**src/mpts_pkg.sv**
```systemverilog
`timescale 1ns / 1ps
// ---------------------------------------------------------------------------
// mpts_pkg: shared types and constants of the priority thread scheduler
// Command codes, table sizes and field widths.
// ---------------------------------------------------------------------------
package mpts_pkg;

  localparam int Levels     = 32;
  localparam int MaxThreads = 32;
  localparam int LvW        = $clog2(Levels);
  localparam int TidW       = $clog2(MaxThreads);

  typedef enum logic [1:0] {
    CMD_READY    = 2'd0,
    CMD_SET_PRIO = 2'd1,
    CMD_QUANTUM  = 2'd2,
    CMD_SWITCH   = 2'd3
  } cmd_t;

endpackage

```
**src/mpts_scan.sv**
```systemverilog
`timescale 1ns / 1ps
// ---------------------------------------------------------------------------
// mpts_scan: level scan unit
// Walks the non-empty bits from the top level down, one level per cycle,
// and reports the highest non-empty level at or above a floor.
// ---------------------------------------------------------------------------
module mpts_scan
  import mpts_pkg::*;
(
  input  logic              clk,
  input  logic              rst,
  input  logic              start,
  input  logic [LvW-1:0]    floor_lv,
  input  logic [Levels-1:0] nonempty,
  output logic              done,
  output logic              found,
  output logic [LvW-1:0]    level
);

  logic           busy;
  logic [LvW-1:0] cur;

  // one level checked each cycle
  always_ff @(posedge clk) begin
    if (rst) begin
      busy  <= 1'b0;
      done  <= 1'b0;
      found <= 1'b0;
      cur   <= '0;
      level <= '0;
    end else begin
      done <= 1'b0;
      if (start) begin
        busy  <= 1'b1;
        found <= 1'b0;
        cur   <= LvW'(Levels - 1);
      end else if (busy) begin
        if (nonempty[cur]) begin
          busy  <= 1'b0;
          done  <= 1'b1;
          found <= 1'b1;
          level <= cur;
        end else if (cur <= floor_lv) begin
          busy <= 1'b0;
          done <= 1'b1;
        end else begin
          cur <= cur - 1'b1;
        end
      end
    end
  end

endmodule

```
**src/multilevel_priority_thread_scheduler_unit.sv**
```systemverilog
`timescale 1ns / 1ps
// ---------------------------------------------------------------------------
// multilevel_priority_thread_scheduler_unit
// Per-level FIFO ready queues of thread ids with quantum-end and switch.
// ---------------------------------------------------------------------------
// Usage:
//   The input channel (in_valid/in_ready) carries one word: command,
//   thread_id, priority_req. Each word yields one result word on the output
//   channel (out_valid/out_ready): current_id, current_valid, need_switch,
//   error.
//   Switch registers its result straight after decode; ready first links a
//   thread that is not yet queued; set-priority of a queued thread unlinks
//   it, then links it at the new level. Quantum end first runs the level
//   scan, one level per cycle, unless a thread is pending, then unlinks the
//   thread found and re-links the running one. One word is in work at a
//   time; the input is ready again the cycle after the result is registered.
//   The result sits in an output register; the next word is accepted while
//   it waits, and the block stalls only when a second result would be due.
//   Reset clears the level bits, queued bits, stored levels and the running
//   and pending thread; links, heads and tails need no reset.
// ---------------------------------------------------------------------------
module multilevel_priority_thread_scheduler_unit
  import mpts_pkg::*;
(
  input  logic       clk,
  input  logic       rst,
  input  logic       in_valid,
  output logic       in_ready,
  input  logic [1:0] command,
  input  logic [4:0] thread_id,
  input  logic [4:0] priority_req,
  output logic       out_valid,
  input  logic       out_ready,
  output logic [4:0] current_id,
  output logic       current_valid,
  output logic       need_switch,
  output logic       error
);

  typedef enum logic [3:0] {
    S_IDLE, S_DEC, S_SCAN, S_UNL, S_UNL2, S_LNK, S_REQ, S_DONE
  } state_t;

  state_t state;

  logic [LvW-1:0]    thread_level [MaxThreads];
  logic [TidW-1:0]   next_link    [MaxThreads];
  logic [TidW-1:0]   prev_link    [MaxThreads];
  logic [TidW-1:0]   level_head   [Levels];
  logic [TidW-1:0]   level_tail   [Levels];
  logic [MaxThreads-1:0] queued;
  logic [Levels-1:0] nonempty;

  logic            run_valid, pend_valid;
  logic [TidW-1:0] run_id, pend_id;

  cmd_t            cmd;
  logic [TidW-1:0] tid;
  logic [LvW-1:0]  pri;
  logic            tid_ok;
  logic            at_head;
  logic            err;
  logic            requeue;  // quantum end: re-link running thread after pop

  // saturated priority and id range check
  logic [LvW-1:0] pri_sat;
  logic           tid_in;
  assign pri_sat = (32'(priority_req) > Levels - 1) ? LvW'(Levels - 1)
                                                     : LvW'(priority_req);
  assign tid_in  = 32'(thread_id) < MaxThreads;

  // scan unit
  logic           scan_start, scan_done, scan_found;
  logic [LvW-1:0] scan_level, scan_floor;
  assign scan_floor = run_valid ? thread_level[run_id] : '0;

  mpts_scan u_scan (
    .clk(clk), .rst(rst), .start(scan_start), .floor_lv(scan_floor),
    .nonempty(nonempty), .done(scan_done), .found(scan_found),
    .level(scan_level)
  );

  assign scan_start = (state == S_DEC) && (cmd == CMD_QUANTUM) && !pend_valid;
  assign in_ready   = (state == S_IDLE);

  // current unlink/link fields of the addressed thread
  logic [LvW-1:0]  lv;
  logic [TidW-1:0] pl, nl, hd, tl;
  assign lv = thread_level[tid];
  assign pl = prev_link[tid];
  assign nl = next_link[tid];
  assign hd = level_head[lv];
  assign tl = level_tail[lv];

  // sequencer
  always_ff @(posedge clk) begin
    if (rst) begin
      state      <= S_IDLE;
      out_valid  <= 1'b0;
      queued     <= '0;
      nonempty   <= '0;
      run_valid  <= 1'b0;
      run_id     <= '0;
      pend_valid <= 1'b0;
      pend_id    <= '0;
      for (int i = 0; i < MaxThreads; i++) thread_level[i] <= '0;
    end else begin
      if (out_valid && out_ready && state != S_DONE) out_valid <= 1'b0;
      unique case (state)
        S_IDLE: begin
          if (in_valid) begin
            cmd     <= cmd_t'(command);
            tid     <= TidW'(thread_id);
            tid_ok  <= tid_in;
            pri     <= pri_sat;
            err     <= 1'b0;
            requeue <= 1'b0;
            state   <= S_DEC;
          end
        end
        S_DEC: begin
          unique case (cmd)
            CMD_READY: begin
              at_head <= 1'b0;
              state   <= (tid_ok && !queued[tid]) ? S_LNK : S_DONE;
            end
            CMD_SET_PRIO: begin
              if (!tid_ok) state <= S_DONE;
              else if (queued[tid]) begin
                at_head <= thread_level[tid] > pri;
                state   <= S_UNL;
              end else begin
                thread_level[tid] <= pri;
                state <= S_DONE;
              end
            end
            CMD_QUANTUM: state <= pend_valid ? S_DONE : S_SCAN;
            CMD_SWITCH: begin
              if (pend_valid) begin
                run_id     <= pend_id;
                run_valid  <= 1'b1;
                pend_valid <= 1'b0;
                pend_id    <= '0;
              end else begin
                err <= 1'b1;
              end
              state <= S_DONE;
            end
            default: state <= S_DONE;
          endcase
        end
        S_SCAN: begin
          if (scan_done) begin
            if (scan_found) begin
              tid        <= level_head[scan_level];
              pend_id    <= level_head[scan_level];
              pend_valid <= 1'b1;
              state      <= S_UNL;
            end else begin
              state <= S_DONE;
            end
          end
        end
        // unlink: head fix-up here, tail fix-up in S_UNL2
        S_UNL: begin
          if (hd == tid && tl == tid) nonempty[lv] <= 1'b0;
          else begin
            if (hd == tid) level_head[lv] <= nl; else next_link[pl] <= nl;
          end
          queued[tid] <= 1'b0;
          state <= S_UNL2;
        end
        S_UNL2: begin
          if (!(hd == tid && tl == tid) || !nonempty[lv]) begin
            if (tl == tid && hd != tid) level_tail[lv] <= pl;
            else if (tl != tid)         prev_link[nl]  <= pl;
          end
          if (cmd == CMD_SET_PRIO) begin
            thread_level[tid] <= pri;
            state <= S_LNK;
          end else begin
            // quantum end: unload the running thread
            if (run_valid) begin
              if (run_id != tid && !queued[run_id]) begin
                tid     <= run_id;
                at_head <= 1'b0;
                requeue <= 1'b1;
              end
              run_valid <= 1'b0;
              run_id    <= '0;
            end
            state <= S_REQ;
          end
        end
        S_REQ: state <= requeue ? S_LNK : S_DONE;
        // link at head or tail, the new entry's and its neighbour's pointers at once
        S_LNK: begin
          if (!nonempty[lv]) begin
            level_head[lv] <= tid;
            level_tail[lv] <= tid;
            nonempty[lv]   <= 1'b1;
          end else if (at_head) begin
            prev_link[hd]  <= tid;
            next_link[tid] <= hd;
            level_head[lv] <= tid;
          end else begin
            next_link[tl]  <= tid;
            prev_link[tid] <= tl;
            level_tail[lv] <= tid;
          end
          queued[tid] <= 1'b1;
          state <= S_DONE;
        end
        S_DONE: begin
          if (!out_valid || out_ready) begin
            out_valid     <= 1'b1;
            current_id    <= run_valid ? run_id : '0;
            current_valid <= run_valid;
            need_switch   <= pend_valid;
            error         <= err;
            state         <= S_IDLE;
          end
        end
        default: state <= S_IDLE;
      endcase
    end
  end

endmodule

```
**config.mk**
```make
export PLATFORM = sky130hd
export DESIGN_NAME = multilevel_priority_thread_scheduler_unit
export DESIGN_NICKNAME = d
export VERILOG_FILES = /design/src/mpts_pkg.sv /design/src/mpts_scan.sv /design/src/multilevel_priority_thread_scheduler_unit.sv
export SDC_FILE = /design/constraint.sdc
export NUM_CORES = 1
export LEC_CHECK = 0
export BUFFER_PORTS_ARGS = -buffer_cell sky130_fd_sc_hd__buf_4
export CAP_MARGIN = 40
export CORE_AREA = 2 2 255 320
export CTS_CLUSTER_DIAMETER = 40
export DETAILED_ROUTE_END_ITERATION = 10
export DIE_AREA = 0 0 257 322
export HOLD_SLACK_MARGIN = 0.06
export PLACE_DENSITY = 0.73
export SLEW_MARGIN = 10
export SYNTH_ARGS = -nofsm -noshare
export SYNTH_HDL_FRONTEND = slang
export SYNTH_SLANG_ARGS = --single-unit
```
**constraint.sdc**
```tcl
create_clock -name clk -period 5.3 [get_ports clk]
set_input_delay 0.265 -clock clk [delete_from_list [all_inputs] [get_ports clk]]
set_output_delay 0.265 -clock clk [all_outputs]
set_load 0.01 [all_outputs]
```
==> impl_metrics.env <==
export IMPL_outcome="finished, violations left"
export IMPL_violations="setup timing"
export IMPL_synth_cell_type_count=81
export IMPL_max_freq_mhz=188
export IMPL_synth_largest_area_cell="edfxtp_1"
export IMPL_grt_first_pass_wirelength_um=199000
export IMPL_drive_gt1_frac=0.261
export IMPL_rsz0062_at_grt="true"
export IMPL_fin_crit_sh=1.01
export IMPL_ys_flop_type="edfxtp_1"
export IMPL_dp_hpwl_um=93200
export IMPL_htreeDepth=3
export IMPL_first_global_vias=29700
export IMPL_hold_ws_ps=98.9
export IMPL_synth_cells=3133
export IMPL_syn_area_um2=43600
export IMPL_ys_seq_area_frac=0.616
export IMPL_min_path_cells=3
export IMPL_clk_pin_slew_ps=60
export IMPL_maxCapViolCount=0
export IMPL_die_h_um=322
export IMPL_grt_remaining_overflow=0
export IMPL_via_per_inst=6.70
export IMPL_root_buffer="clkbuf_16"
export IMPL_p_switching_uw=16200
export IMPL_avgSynthCellArea_um2=13.9
export IMPL_register_area_um2=26900
export IMPL_drc=0
export IMPL_dieArea_um2=82800
export IMPL_cts_sinks=931
export IMPL_coreArea_um2=79700
export IMPL_yosys_top_cells_area="edfxtp_1 (57%), mux4_2 (12%), dfxtp_1 (5.0%)"
export IMPL_tritoncts="yes"
export IMPL_ys_warn_count=0
export IMPL_synth_fp_nets=3160
export IMPL_slew_headroom=0.402
export IMPL_io_buffers=25
export IMPL_swShare=0.437
export IMPL_grt_max_degree=98
export IMPL_min_period_ps=5330
export IMPL_synth_edf_count=823
export IMPL_cts_path_max_buffers=3
export IMPL_p_comb_frac=0.512
export IMPL_nFillCells=5674
export IMPL_dr_pass1_iters=8
export IMPL_pre_cts_slack_ps=-321
export IMPL_async_reset_ff_frac=0
export IMPL_io_pins=26
export IMPL_ys_ff_latch=931
export IMPL_p_per_area_nw_per_um2=734
export IMPL_finalInstanceArea_um2=50700
export IMPL_cts_buffers=110
export IMPL_leakagePower_uw=0.0176
export IMPL_antenna_found_initial=3
export IMPL_num_vias=29800
export IMPL_grt_usage=0.326
export IMPL_hp_class="input port to register"
export IMPL_clk_insertion_delay_late_ps=690
export IMPL_drt_iter0_drc=3930
export IMPL_synth_top_cell_area_share=0.566
export IMPL_p_seq_frac=0.284
export IMPL_antenna_left=0
export IMPL_worst_ir_drop_vdd_mv=0.660
export IMPL_wire_per_inst_um=30.4
export IMPL_clockPowerShare=0.204
export IMPL_multi_input_area_um2=15800
export IMPL_finalMaxSlewViolations=0
export IMPL_hold_viol=0
export IMPL_initial_core_util=0.548
export IMPL_worst_pin_slew_ps=895
export IMPL_nets=3312
export IMPL_wirelength_um=135000
export IMPL_place_area_um2=46300
export IMPL_setup_viol=9
export IMPL_rr_worst_depth=22
export IMPL_cp_arrival_ps=5720
export IMPL_crit_type="register to register"
export IMPL_required_ps=5690
export IMPL_crit_fanout=23
export IMPL_gp_congestion=0.994
export IMPL_fp_row_count=116
export IMPL_fin_ws_ps=-27.5
export IMPL_area_delta_synth_final_pct=16.1
export IMPL_startpoint_type="register"
export IMPL_final_setup_skew_ps=33.2
export IMPL_die_w_um=257
export IMPL_cell_internal_pwr_uw=21000
export IMPL_endpoint_kind="register"
[per-layer routing]
layer,share of wire,vias to the layer above,GRT usage
met5,0.00017,-,0
met4,0.060,4,0.169
met3,0.081,405,0.0466
met2,0.50,1857,0.557
met1,0.36,14900,0.406
li1,-,12600,-
[worst max-delay path, stage by stage (launching register included)]
cell and delay, ps:
dfxtp_4 450, buf_16 210, mux4_2 530, nand2_1 110, nand2_1 110, o211a_2 320
nor2_4 220, inv_2 190, buf_12 220, nor2_1 110, buf_4 200, a32oi_1 100
a211oi_2 290, buf_4 200, xnor2_1 80, nor4_2 400, buf_4 180, nand3_2 100
o41ai_4 280, buf_12 180, buf_12 170, nor2b_1 150, buf_4 170
[power by group through the flow]
stage	registers (uW)	logic, uW	clock network (uW)
after global routing	10600	19900	7920
final	10600	19100	7580
after detailed placement	10700	17900	0
after floorplan	10600	9610	0
after CTS	10500	18100	7620
after global placement	10700	17400	0
[cells in the final DEF (no fill, tap or decap), drive strengths merged, types with 24 or more instances in the layout]
master / count
nor2: 265
nand3: 66
mux4: 236
clkinv: 37
nand2: 319
clkbuf: 125
mux2i: 136
nor2b: 25
mux2: 24
edfxtp: 823
nor3: 63
nand4: 59
dfxtp: 108
inv: 73
buf: 275
a21oi: 89
a21o: 35
a211oi: 46
a31oi: 33
a22oi: 62
and3: 166
[state kept, by name, indices dropped and copies added, names as in the netlist, 160 cells and up, named ones only]
signal / cells
level_head: 160
thread_level: 160
prev_link: 160
next_link: 160
level_tail: 160
[stage by stage]
stage	total power [uW]	util	setup TNS (ps)	std cells
final	37200	0.636	-125	4444
after global routing	38300	0.636	-8890	4443
after CTS	36300	0.630	0	4424
after detailed placement	28600	0.580	-66330	4203
after global placement	28100	0.579	-23870	4197
after floorplan	20200	-	0	3133
[repair_timing]
| item | in CTS | in global routing |
|---|---|---|
| pin swaps | 3 | 7 |
| hold buffers | 12 | 0 |
| buffers inserted | 1 | 16 |
| resized for setup | 32 | 76 |
| cloned | 0 | 2 |
| endpoints found under the setup margin | 575 | 605 |
| hold endpoints to repair | 14 | 0 |
[path summary, 6_finish.rpt]
path	from	end	slack, ps
setup / recovery	register	level_head[0][0]$_DFFE_PP_	-30
hold / removal	out_ready	out_valid$_SDFF_PP0_	100
setup reg to reg	register	level_head[0][0]$_DFFE_PP_	-30
hold reg to reg	err$_DFFE_PP_	error$_DFFE_PP_	430
[cell families after synthesis]
| logic type | Yosys count | synth area share |
|---|---|---|
| xor gates and xnor gates | 16 | 0.00321 |
| muxes | 396 | 0.159 |
| and+or+nand+nor | 1069 | 0.119 |
| AOI/OAI and AO/OA | 413 | 0.0691 |
| buffers and inverters | 297 | 0.0301 |
| adders and majority gates | 11 | 0.00315 |
| DFF | 931 | 0.616 |
[layout make-up]
type                       count  share of cell area
sequential                   931               0.531
multi-input combinational   1905               0.313
clock buffer                 123              0.0563
timing repair buffer         289              0.0530
tap                         1062              0.0262
clock inverter                85              0.0170
inverter                      48             0.00370
antenna                        1           0.0000494
[cell usage after synthesis, drive strengths merged, types with 16 or more instances]
cell type and n:
a211oi 46, a21o 35, a21oi 89, a22oi 62
a31oi 33, a32oi 17, a41oi 20, and2 16
and2b 22, and3 166, buf 103, clkbuf 146
dfxtp 108, edfxtp 823, inv 44, mux2 24
mux2i 136, mux4 236, nand2 319, nand2b 16
nand3 66, nand4 59, nor2 265, nor2b 25
nor3 63, o2111ai 22, o21ai 16
No activity file was read; power rests on OpenSTA's default activity.
